$ cat src/rtl/ntwa_pkg.sv
// Shared types and constants for the neighbor table with aging.
`default_nettype none

package ntwa_pkg;

  localparam int ADDR_W     = 48;
  localparam int TIME_W     = 63;
  localparam int LIMIT_W    = 32;
  localparam int KIND_W     = 2;
  localparam int STATUS_W   = 4;
  localparam int TOTAL_W    = 5;
  localparam int CFG_IDX_W  = 1;
  localparam int CFG_DATA_W = 48;

  localparam logic [LIMIT_W-1:0] EXPIRY_RESET = 32'd30000000;

  typedef enum logic [CFG_IDX_W-1:0] {
    CFG_OWN_ADDRESS  = 1'b0,
    CFG_EXPIRY_LIMIT = 1'b1
  } cfg_reg_t;

  typedef enum logic [KIND_W-1:0] {
    KIND_ADD    = 2'd0,
    KIND_REMOVE = 2'd1,
    KIND_QUERY  = 2'd2,
    KIND_EXPIRE = 2'd3
  } kind_t;

  typedef enum logic [STATUS_W-1:0] {
    ST_ADDED       = 4'd0,
    ST_REFRESHED   = 4'd1,
    ST_SELF        = 4'd2,
    ST_FULL        = 4'd3,
    ST_REMOVED     = 4'd4,
    ST_ABSENT      = 4'd5,
    ST_PRESENT     = 4'd6,
    ST_EXPIRED     = 4'd7,
    ST_EXPIRE_DONE = 4'd8
  } status_t;

  typedef enum logic [2:0] {
    S_IDLE,
    S_DISPATCH,
    S_SEARCH,
    S_SHIFT,
    S_EXP_COUNT,
    S_EXP_SWEEP,
    S_FINISH
  } ntwa_state_t;

  typedef enum logic [2:0] {
    WR_NONE,
    WR_REFRESH,
    WR_APPEND,
    WR_SHIFT,
    WR_KEEP
  } wr_op_t;

  typedef enum logic [1:0] {
    CNT_HOLD,
    CNT_INC,
    CNT_DEC,
    CNT_LOAD_WR
  } cnt_op_t;

  typedef enum logic [1:0] {
    EMIT_NONE,
    EMIT_EXPIRED,
    EMIT_FINAL
  } emit_op_t;

  typedef struct packed {
    logic     take_req;
    logic     walk;
    logic     restart;
    logic     replay;
    logic     rewind;
    logic     count_old;
    wr_op_t   wr_op;
    cnt_op_t  cnt_op;
    logic     set_code;
    status_t  code;
    emit_op_t emit_op;
  } ntwa_cmd_t;

  typedef struct packed {
    kind_t kind;
    logic  own_hit;
    logic  dv;
    logic  match;
    logic  old;
    logic  done;
    logic  full;
    logic  out_free;
  } ntwa_stat_t;

endpackage

`default_nettype wire

$ cat src/rtl/ntwa_ram.sv
// Generic single-write, single-read RAM with registered read data.
`default_nettype none

module ntwa_ram #(
  parameter int WIDTH = 8,
  parameter int DEPTH = 16,
  localparam int AW = (DEPTH > 1) ? $clog2(DEPTH) : 1
) (
  input  wire logic             clk,
  input  wire logic             we,
  input  wire logic [AW-1:0]    waddr,
  input  wire logic [WIDTH-1:0] wdata,
  input  wire logic [AW-1:0]    raddr,
  output logic      [WIDTH-1:0] rdata
);

  logic [WIDTH-1:0] mem [DEPTH];

  always_ff @(posedge clk) begin
    if (we) begin
      mem[waddr] <= wdata;
    end
    rdata <= mem[raddr];
  end

endmodule

`default_nettype wire

$ cat src/rtl/ntwa_ctrl.sv
// Controller state machine sequencing table walks for each request.
`default_nettype none

module ntwa_ctrl import ntwa_pkg::*; (
  input  wire logic       clk,
  input  wire logic       rst,
  input  wire logic       in_valid,
  output logic            in_stall,
  input  wire ntwa_stat_t stat,
  output ntwa_cmd_t       cmd
);

  ntwa_state_t state, state_next;

  always_ff @(posedge clk) begin
    if (rst) begin
      state <= S_IDLE;
    end else begin
      state <= state_next;
    end
  end

  // next state
  always_comb begin
    state_next = state;
    unique case (state)
      S_IDLE: begin
        if (in_valid) state_next = S_DISPATCH;
      end
      S_DISPATCH: begin
        if (stat.kind == KIND_ADD && stat.own_hit) state_next = S_FINISH;
        else if (stat.kind == KIND_EXPIRE) state_next = S_EXP_COUNT;
        else state_next = S_SEARCH;
      end
      S_SEARCH: begin
        if (stat.dv && stat.match) begin
          state_next = (stat.kind == KIND_REMOVE) ? S_SHIFT : S_FINISH;
        end else if (!stat.dv && stat.done) begin
          state_next = S_FINISH;
        end
      end
      S_SHIFT: begin
        if (!stat.dv && stat.done) state_next = S_FINISH;
      end
      S_EXP_COUNT: begin
        if (!stat.dv && stat.done) state_next = S_EXP_SWEEP;
      end
      S_EXP_SWEEP: begin
        if (!stat.dv && stat.done) state_next = S_FINISH;
      end
      S_FINISH: begin
        if (stat.out_free) state_next = S_IDLE;
      end
      default: state_next = S_IDLE;
    endcase
  end

  // outputs
  always_comb begin
    in_stall      = (state != S_IDLE);
    cmd           = '0;
    cmd.wr_op     = WR_NONE;
    cmd.cnt_op    = CNT_HOLD;
    cmd.code      = ST_ADDED;
    cmd.emit_op   = EMIT_NONE;
    unique case (state)
      S_IDLE: begin
        cmd.take_req = in_valid;
      end
      S_DISPATCH: begin
        if (stat.kind == KIND_ADD && stat.own_hit) begin
          cmd.set_code = 1'b1;
          cmd.code     = ST_SELF;
        end
      end
      S_SEARCH: begin
        if (stat.dv && stat.match) begin
          case (stat.kind)
            KIND_ADD: begin
              cmd.wr_op    = WR_REFRESH;
              cmd.set_code = 1'b1;
              cmd.code     = ST_REFRESHED;
            end
            KIND_REMOVE: begin
              cmd.restart = 1'b1;
            end
            default: begin
              cmd.set_code = 1'b1;
              cmd.code     = ST_PRESENT;
            end
          endcase
        end else begin
          cmd.walk = 1'b1;
          if (!stat.dv && stat.done) begin
            cmd.set_code = 1'b1;
            if (stat.kind == KIND_ADD) begin
              if (stat.full) begin
                cmd.code = ST_FULL;
              end else begin
                cmd.code   = ST_ADDED;
                cmd.wr_op  = WR_APPEND;
                cmd.cnt_op = CNT_INC;
              end
            end else begin
              cmd.code = ST_ABSENT;
            end
          end
        end
      end
      S_SHIFT: begin
        cmd.walk = 1'b1;
        if (stat.dv) cmd.wr_op = WR_SHIFT;
        if (!stat.dv && stat.done) begin
          cmd.cnt_op   = CNT_DEC;
          cmd.set_code = 1'b1;
          cmd.code     = ST_REMOVED;
        end
      end
      S_EXP_COUNT: begin
        if (!stat.dv && stat.done) begin
          cmd.rewind = 1'b1;
        end else begin
          cmd.walk      = 1'b1;
          cmd.count_old = stat.dv && stat.old;
        end
      end
      S_EXP_SWEEP: begin
        if (stat.dv && stat.old && !stat.out_free) begin
          // result slot busy: read this entry again
          cmd.replay = 1'b1;
        end else begin
          cmd.walk = 1'b1;
          if (stat.dv && stat.old) cmd.emit_op = EMIT_EXPIRED;
          if (stat.dv && !stat.old) cmd.wr_op = WR_KEEP;
          if (!stat.dv && stat.done) begin
            cmd.cnt_op   = CNT_LOAD_WR;
            cmd.set_code = 1'b1;
            cmd.code     = ST_EXPIRE_DONE;
          end
        end
      end
      S_FINISH: begin
        if (stat.out_free) cmd.emit_op = EMIT_FINAL;
      end
      default: begin
        cmd.take_req = 1'b0;
      end
    endcase
  end

endmodule

`default_nettype wire

$ cat src/rtl/ntwa_dpath.sv
// Datapath: config registers, table RAM, walk pointers and result register.
`default_nettype none

module ntwa_dpath import ntwa_pkg::*; #(
  parameter int TABLE_DEPTH = 16
) (
  input  wire logic                  clk,
  input  wire logic                  rst,
  input  wire logic                  cfg_write,
  input  wire logic [CFG_IDX_W-1:0]  cfg_index,
  input  wire logic [CFG_DATA_W-1:0] cfg_data,
  input  wire logic [KIND_W-1:0]     kind,
  input  wire logic [ADDR_W-1:0]     address,
  input  wire logic [TIME_W-1:0]     time_us,
  input  wire ntwa_cmd_t             cmd,
  output ntwa_stat_t                 stat,
  input  wire logic                  out_stall,
  output logic                       out_valid,
  output logic [STATUS_W-1:0]        status,
  output logic [ADDR_W-1:0]          expired_address,
  output logic [TOTAL_W-1:0]         entry_total,
  output logic                       last
);

  localparam int IDX_W   = (TABLE_DEPTH > 1) ? $clog2(TABLE_DEPTH) : 1;
  localparam int CNT_W   = $clog2(TABLE_DEPTH + 1);
  localparam int ENTRY_W = ADDR_W + TIME_W;

  logic [ADDR_W-1:0]  own_address;
  logic [LIMIT_W-1:0] expiry_limit;
  kind_t              req_kind;
  logic [ADDR_W-1:0]  req_addr;
  logic [TIME_W-1:0]  req_time;
  status_t            code;

  logic [CNT_W-1:0] count;
  logic [CNT_W-1:0] rd_idx;
  logic [IDX_W-1:0] d_idx;
  logic             dv;
  logic [CNT_W-1:0] wr_ptr;
  logic [CNT_W-1:0] gone_cnt;
  logic [CNT_W-1:0] final_total;

  logic               ram_we;
  logic [IDX_W-1:0]   ram_waddr;
  logic [ENTRY_W-1:0] ram_wdata;
  logic [ENTRY_W-1:0] ram_rdata;
  logic [ADDR_W-1:0]  rd_addr;
  logic [TIME_W-1:0]  rd_time;
  logic [TIME_W:0]    age;
  logic               issue;
  logic               out_free;

  ntwa_ram #(
    .WIDTH (ENTRY_W),
    .DEPTH (TABLE_DEPTH)
  ) u_table (
    .clk   (clk),
    .we    (ram_we),
    .waddr (ram_waddr),
    .wdata (ram_wdata),
    .raddr (rd_idx[IDX_W-1:0]),
    .rdata (ram_rdata)
  );

  assign rd_addr  = ram_rdata[ENTRY_W-1:TIME_W];
  assign rd_time  = ram_rdata[TIME_W-1:0];
  // borrow set means the entry was seen later than now
  assign age      = {1'b0, req_time} - {1'b0, rd_time};
  assign issue    = cmd.walk && (rd_idx < count);
  assign out_free = !out_valid || !out_stall;

  always_comb begin
    stat.kind     = req_kind;
    stat.own_hit  = (req_addr == own_address);
    stat.dv       = dv;
    stat.match    = (rd_addr == req_addr);
    stat.old      = !age[TIME_W] && (age[TIME_W-1:0] > TIME_W'(expiry_limit));
    stat.done     = (rd_idx >= count);
    stat.full     = (count >= CNT_W'(TABLE_DEPTH));
    stat.out_free = out_free;
  end

  always_comb begin
    ram_we    = 1'b0;
    ram_waddr = d_idx;
    ram_wdata = {req_addr, req_time};
    case (cmd.wr_op)
      WR_REFRESH: begin
        ram_we = 1'b1;
      end
      WR_APPEND: begin
        ram_we    = 1'b1;
        ram_waddr = count[IDX_W-1:0];
      end
      WR_SHIFT: begin
        ram_we    = 1'b1;
        ram_waddr = d_idx - IDX_W'(1);
        ram_wdata = ram_rdata;
      end
      WR_KEEP: begin
        ram_we    = 1'b1;
        ram_waddr = wr_ptr[IDX_W-1:0];
        ram_wdata = ram_rdata;
      end
      default: ram_we = 1'b0;
    endcase
  end

  always_ff @(posedge clk) begin
    if (rst) begin
      own_address  <= '0;
      expiry_limit <= EXPIRY_RESET;
    end else if (cfg_write) begin
      unique case (cfg_reg_t'(cfg_index))
        CFG_OWN_ADDRESS:  own_address  <= cfg_data[ADDR_W-1:0];
        CFG_EXPIRY_LIMIT: expiry_limit <= cfg_data[LIMIT_W-1:0];
        default:          own_address  <= own_address;
      endcase
    end
  end

  always_ff @(posedge clk) begin
    if (cmd.take_req) begin
      req_kind <= kind_t'(kind);
      req_addr <= address;
      req_time <= time_us;
    end
    if (cmd.set_code) code <= cmd.code;
    if (cmd.rewind) final_total <= count - gone_cnt;
    d_idx <= rd_idx[IDX_W-1:0];
  end

  always_ff @(posedge clk) begin
    if (rst) begin
      count    <= '0;
      rd_idx   <= '0;
      dv       <= 1'b0;
      wr_ptr   <= '0;
      gone_cnt <= '0;
    end else begin
      dv <= issue;
      if (cmd.take_req) begin
        rd_idx   <= '0;
        wr_ptr   <= '0;
        gone_cnt <= '0;
        dv       <= 1'b0;
      end else if (cmd.restart) begin
        rd_idx <= CNT_W'(d_idx) + CNT_W'(1);
        dv     <= 1'b0;
      end else if (cmd.replay) begin
        rd_idx <= CNT_W'(d_idx);
        dv     <= 1'b0;
      end else if (cmd.rewind) begin
        rd_idx <= '0;
        wr_ptr <= '0;
        dv     <= 1'b0;
      end else if (issue) begin
        rd_idx <= rd_idx + CNT_W'(1);
      end
      if (cmd.count_old) gone_cnt <= gone_cnt + CNT_W'(1);
      if (cmd.wr_op == WR_KEEP) wr_ptr <= wr_ptr + CNT_W'(1);
      case (cmd.cnt_op)
        CNT_INC:     count <= count + CNT_W'(1);
        CNT_DEC:     count <= count - CNT_W'(1);
        CNT_LOAD_WR: count <= wr_ptr;
        default:     count <= count;
      endcase
    end
  end

  // result register
  always_ff @(posedge clk) begin
    if (rst) begin
      out_valid <= 1'b0;
    end else if (cmd.emit_op != EMIT_NONE) begin
      out_valid <= 1'b1;
    end else if (out_valid && !out_stall) begin
      out_valid <= 1'b0;
    end
  end

  always_ff @(posedge clk) begin
    case (cmd.emit_op)
      EMIT_EXPIRED: begin
        status          <= ST_EXPIRED;
        expired_address <= rd_addr;
        entry_total     <= TOTAL_W'(final_total);
        last            <= 1'b0;
      end
      EMIT_FINAL: begin
        status          <= code;
        expired_address <= '0;
        entry_total     <= TOTAL_W'(count);
        last            <= 1'b1;
      end
      default: status <= status;
    endcase
  end

endmodule

`default_nettype wire

$ cat src/rtl/neighbor_table_with_aging_top.sv
// Neighbor table with aging: a packed MAC address table with last-seen times.
//
// Request channel (in_valid/in_stall) carries kind, address and time_us; the
// result channel (out_valid/out_stall) carries status, expired_address,
// entry_total and last. A request is taken when in_valid is high and
// in_stall low; one request is worked on at a time. Add, remove and query
// give one result; expire gives one result per expired entry, then a done
// result with last set. Configuration writes (cfg_write, cfg_index,
// cfg_data) are registered; the user must make them only while no request
// is in flight, and the block itself does not enforce this. Add and query
// walk the table once; remove adds a shift pass from the hit to the end;
// expire makes a counting pass and a compaction pass. All walks read the
// single table RAM one entry per cycle unless an expire sweep is held by a
// busy result slot. A stalled result holds in the output register; the next
// request is still accepted, and an expire sweep rereads the pending entry
// until the result slot frees. Reset empties the table and restores
// own_address 0 and a 30000000 us expiry limit; no clearing pass is needed.
`default_nettype none

module neighbor_table_with_aging_top import ntwa_pkg::*; #(
  parameter int TABLE_DEPTH = 16
) (
  input  wire logic                  clk,
  input  wire logic                  rst,
  input  wire logic                  cfg_write,
  input  wire logic [CFG_IDX_W-1:0]  cfg_index,
  input  wire logic [CFG_DATA_W-1:0] cfg_data,
  input  wire logic                  in_valid,
  output logic                       in_stall,
  input  wire logic [KIND_W-1:0]     kind,
  input  wire logic [ADDR_W-1:0]     address,
  input  wire logic [TIME_W-1:0]     time_us,
  output logic                       out_valid,
  input  wire logic                  out_stall,
  output logic [STATUS_W-1:0]        status,
  output logic [ADDR_W-1:0]          expired_address,
  output logic [TOTAL_W-1:0]         entry_total,
  output logic                       last
);

  ntwa_cmd_t  cmd;
  ntwa_stat_t stat;

  ntwa_ctrl u_ctrl (
    .clk      (clk),
    .rst      (rst),
    .in_valid (in_valid),
    .in_stall (in_stall),
    .stat     (stat),
    .cmd      (cmd)
  );

  ntwa_dpath #(
    .TABLE_DEPTH (TABLE_DEPTH)
  ) u_dpath (
    .clk             (clk),
    .rst             (rst),
    .cfg_write       (cfg_write),
    .cfg_index       (cfg_index),
    .cfg_data        (cfg_data),
    .kind            (kind),
    .address         (address),
    .time_us         (time_us),
    .cmd             (cmd),
    .stat            (stat),
    .out_stall       (out_stall),
    .out_valid       (out_valid),
    .status          (status),
    .expired_address (expired_address),
    .entry_total     (entry_total),
    .last            (last)
  );

endmodule

`default_nettype wire
$ cat config.mk
export PLATFORM = sky130hd
export DESIGN_NAME = neighbor_table_with_aging_top
export DESIGN_NICKNAME = d
export VERILOG_FILES = /design/src/rtl/ntwa_pkg.sv /design/src/rtl/ntwa_ram.sv /design/src/rtl/ntwa_ctrl.sv /design/src/rtl/ntwa_dpath.sv /design/src/rtl/neighbor_table_with_aging_top.sv
export SDC_FILE = /design/constraint.sdc
export NUM_CORES = 2
export LEC_CHECK = 0
export BUFFER_PORTS_ARGS = -buffer_cell sky130_fd_sc_hd__buf_4
export CORE_MARGIN = 5
export CORE_UTILIZATION = 35
export DETAILED_ROUTE_END_ITERATION = 8
export PLACE_DENSITY = 0.48
export SLEW_MARGIN = 5
export SYNTH_ARGS = -nofsm -noshare
export SYNTH_HDL_FRONTEND = slang
export SYNTH_HIERARCHICAL = 1
export SYNTH_SLANG_ARGS = --single-unit
export TNS_END_PERCENT = 100
$ cat constraint.sdc
create_clock -name clk -period 20.7 [get_ports clk]
set_input_delay 0 -clock clk [delete_from_list [all_inputs] [get_ports clk]]
set_output_delay 0 -clock clk [all_outputs]
set_load 0.01 [all_outputs]
==> key figures <==
Status
  – Outcome: completed

Placed design
  – IO Port Bufs: 226
  – DP Wirelength: between 100 and 150 mm
  – Placed Instances: 8231
  – Gp weighted congestion: roughly 0.85

Critical path
  – CP max FO: 33
  – Crit-path most repeated cell: a21oi_1
  – Worst path required time: around 21 ns
  – Endpoint class of the critical path: flop
  – CP peak stage delay: 0.73 ns
  – Setup Crit Path Kind: reg2reg
  – Critical-path top delay cell: buf_4
  – CP arrival: 10.70 ns
  – CP Launch Type: flop

Floorplanning
  – Die W: 509 µm
  – Core box area: 0.248 mm²
  – Initial Util: 35.1%
  – I/O pin total: 227
  – Row cnt: 183
  – Die area: roughly 0.26 mm²
  – Die H: 509 µm

Synth
  – Netlist cell types: 86
  – Async set or reset register ratio after synthesis: 0%
  – Synth Area per Inst: between 15 and 20 µm²
  – Syn nets: 5126
  – Post-Synthesis Cells: 4841
  – Synth Warn #: 6
  – Post-synthesis sequential area ratio: between 70% and 80%
  – Most used DFF post-synth: edfxtp_1
  – #FFs+latches synth: 2176
  – Number of synthesized flops with an enable pin: a little under 2000
  – Synth Cell Area: 0.0871 mm²

Job
  – Max cap viols: 0

Min path
  – Min-Delay Path Class: in2reg

Drt
  – Residual DRC: 0
  – DR pass1 iterations: 5
  – DRT Wirelength: 250 mm
  – Via count: 48000
  – Wirelength per Cell: about 28 µm
  – Initial DRC count: between 4000 and 5000
  – Vias/cell: ~5.3
  – Remaining antenna violation count: 0

Global routing
  – Total gr overflow: 0
  – First-pass GRT wire length: ~360 mm
  – Met2 Track Usage GR: 30.5%
  – Grt met3 use: 2.58%
  – Busiest grt layer: met2
  – Initial antenna violation count: 17
  – Largest net degree at the start of global routing: 130
  – Global Route Usage Sum: 19.0%
  – Grt met1 use: 27.4%
  – Number of global-route vias before repair: 48900

Pwr
  – Peak VDD IR: 0.0867 mV
  – Power Density: 92.7 mW/mm²
  – Leak: 0.0335 µW
  – Power Total: 9630 µW

STA
  – Final period utilization: 49.4%
  – RSZ-0062 raised after global routing: false
  – Highest clock rate: around 98 MHz
  – Setup Viol. Count Final: 0
  – Rel. slew slack: between 10% and 20%
  – Clock skew: 0.0466 ns
  – Minimum clock period: 10.23 ns
  – Max Transition Viols Final: 0
  – Worst Tran Pin Value: ~1.2 ns
  – Final Hold Vio Count: 0
  – Final setup TNS: 0 ns

Clock tree
  – Num CTS Buffers: 226
  – CTS tree: yes
  – Clock Latency Late Sink: 0.88 ns
  – CTS Sinks: 2176
  – H-Tree Depth: 4
  – Root Driver: clkbuf_16
  – Clock buffer depth: 3
  – Worst-path clk slew: 0.06 ns

Layout
  – Final net count: roughly 5800
  – Most frequent cells in the layout: 1956 x edfxtp_1, 444 x mux4_2, 378 x nand2_1
  – Fraction of layout cells with a size suffix above 1: approximately 22%
  – Synth-to-layout area growth: 19.2%
  – Final std cells w/o fill: around 9000
  – Commonest non-fill, non-tap cell in the layout: edfxtp_1
## area by class of cell
cell class,count,area [µm²]
multi-input cells,2280,22500
well taps,3330,4170
clock buffers,286,6040
clock inverters,144,1340
repair buffers,677,6130
fillers,22200,144000
inverters,140,526
flip-flops and latches,2176,63100
diodes,12,30.0
## cells in the mapped netlist (all sizes together) (11+ instances only)
cell type	n	area (µm²)
nor3	41	205
nand2b	22	145
nand3b	14	105
xor2	115	1010
a21o	19	144
o21a	24	180
inv	140	526
edfxtp	1956	58700
nand4	39	244
a22oi	227	1700
a211oi	15	118
mux4	444	10000
dfxtp	220	4400
mux2	116	1310
nor4	38	250
xnor2	34	298
and3	11	70.1
nand3	31	155
ha	115	1440
nor2b	64	400
a31oi	12	81.3
clkbuf	148	556
nor2	110	413
o21ai	78	394
nand2	379	1420
buf	97	624
a21oi	192	961
## state kept, by name, summed over array words and instances (netlist names), 2 cells and up
signal / cells
u_dpath/req_addr: 48
u_dpath/u_table/rdata: 111
u_dpath/own_address: 48
u_dpath/final_total: 5
u_dpath/u_table/mem: 1776
u_ctrl/state: 3
u_dpath/gone_cnt: 5
u_dpath/wr_ptr: 5
u_dpath/count: 5
u_dpath/code: 4
u_dpath/req_kind: 2
u_dpath/status: 4
u_dpath/expired_address: 48
u_dpath/entry_total: 5
u_dpath/expiry_limit: 32
u_dpath/rd_idx: 5
u_dpath/req_time: 63
u_dpath/d_idx: 4
## layer usage
metal  share of wire [%]  wire, µm
met4                 2.4      5900
met5              0.0028         7
met2                  47    118000
met1                  45    113000
met3                 5.2     12900
## worst max-delay path, delay by kind of cell (launching register included)
kind	cells	cell delay, ns
flops	1	0.40
xor+xnor	1	0.11
compound gates	13	3.07
fa+ha+maj	2	0.70
simple gates	14	4.16
buf+inv	2	1.36
## power breakdown
group          internal, µW  leakage (µW)  switching (µW)
Combinational           225        0.0105             382
Clock                  2300       0.00360            1740
Sequential             4910        0.0195            74.1
Total                  7430        0.0335            2200
## final timing paths
path	startpoint	to	slack [ns]	cells past startpoint
max reg2reg	u_dpath/req_time[3]$_DFFE_PP_	u_dpath/u_table/mem[14][24]$_DFFE_PP_	10.47	32
max	u_dpath/req_time[3]$_DFFE_PP_	u_dpath/u_table/mem[14][24]$_DFFE_PP_	10.47	32
min reg2reg	u_dpath/expiry_limit[31]$_SDFFE_PP0P_	u_dpath/expiry_limit[31]$_SDFFE_PP0P_	0.46	2
min	rst	u_dpath/gone_cnt[1]$_SDFFE_PP0P_	0.10	3
## per-stage QoR
step	setup slack [ns]	cell area [µm²]	hold slack, ns	utilization [%]
2_1_floorplan	6.75	87100	0.0721	-
3_3_place_gp	10.65	92700	0.179	37.3
3_5_place_dp	10.52	92700	0.179	37.3
4_1_cts	10.44	104000	0.00371	41.8
5_1_grt	9.57	104000	0.0540	41.8
6_report	10.47	104000	0.102	41.8
## cell families (layout without fill, tap and decap cells)
| group | Yosys count | in the layout | share of synthesized area, % |
|---|---|---|---|
| other | 0 | 12 | 0 |
| DFF | 2176 | 2176 | 72.5 |
| adders and majority gates | 118 | 118 | 1.72 |
| buffers and inverters | 385 | 1247 | 1.96 |
| and+or+nand+nor | 792 | 792 | 4.30 |
| AOI/OAI and AO/OA | 656 | 656 | 5.01 |
| xor gates and xnor gates | 149 | 149 | 1.50 |
| muxes | 565 | 565 | 13.0 |
## repair_timing
item | in CTS | in global routing
hold endpoints to repair | 292 | 0
setup buffers | 0 | 0
resized for setup | 0 | 0
hold buffers | 372 | 0
Note: power is estimated with default switching activity, not from simulation.
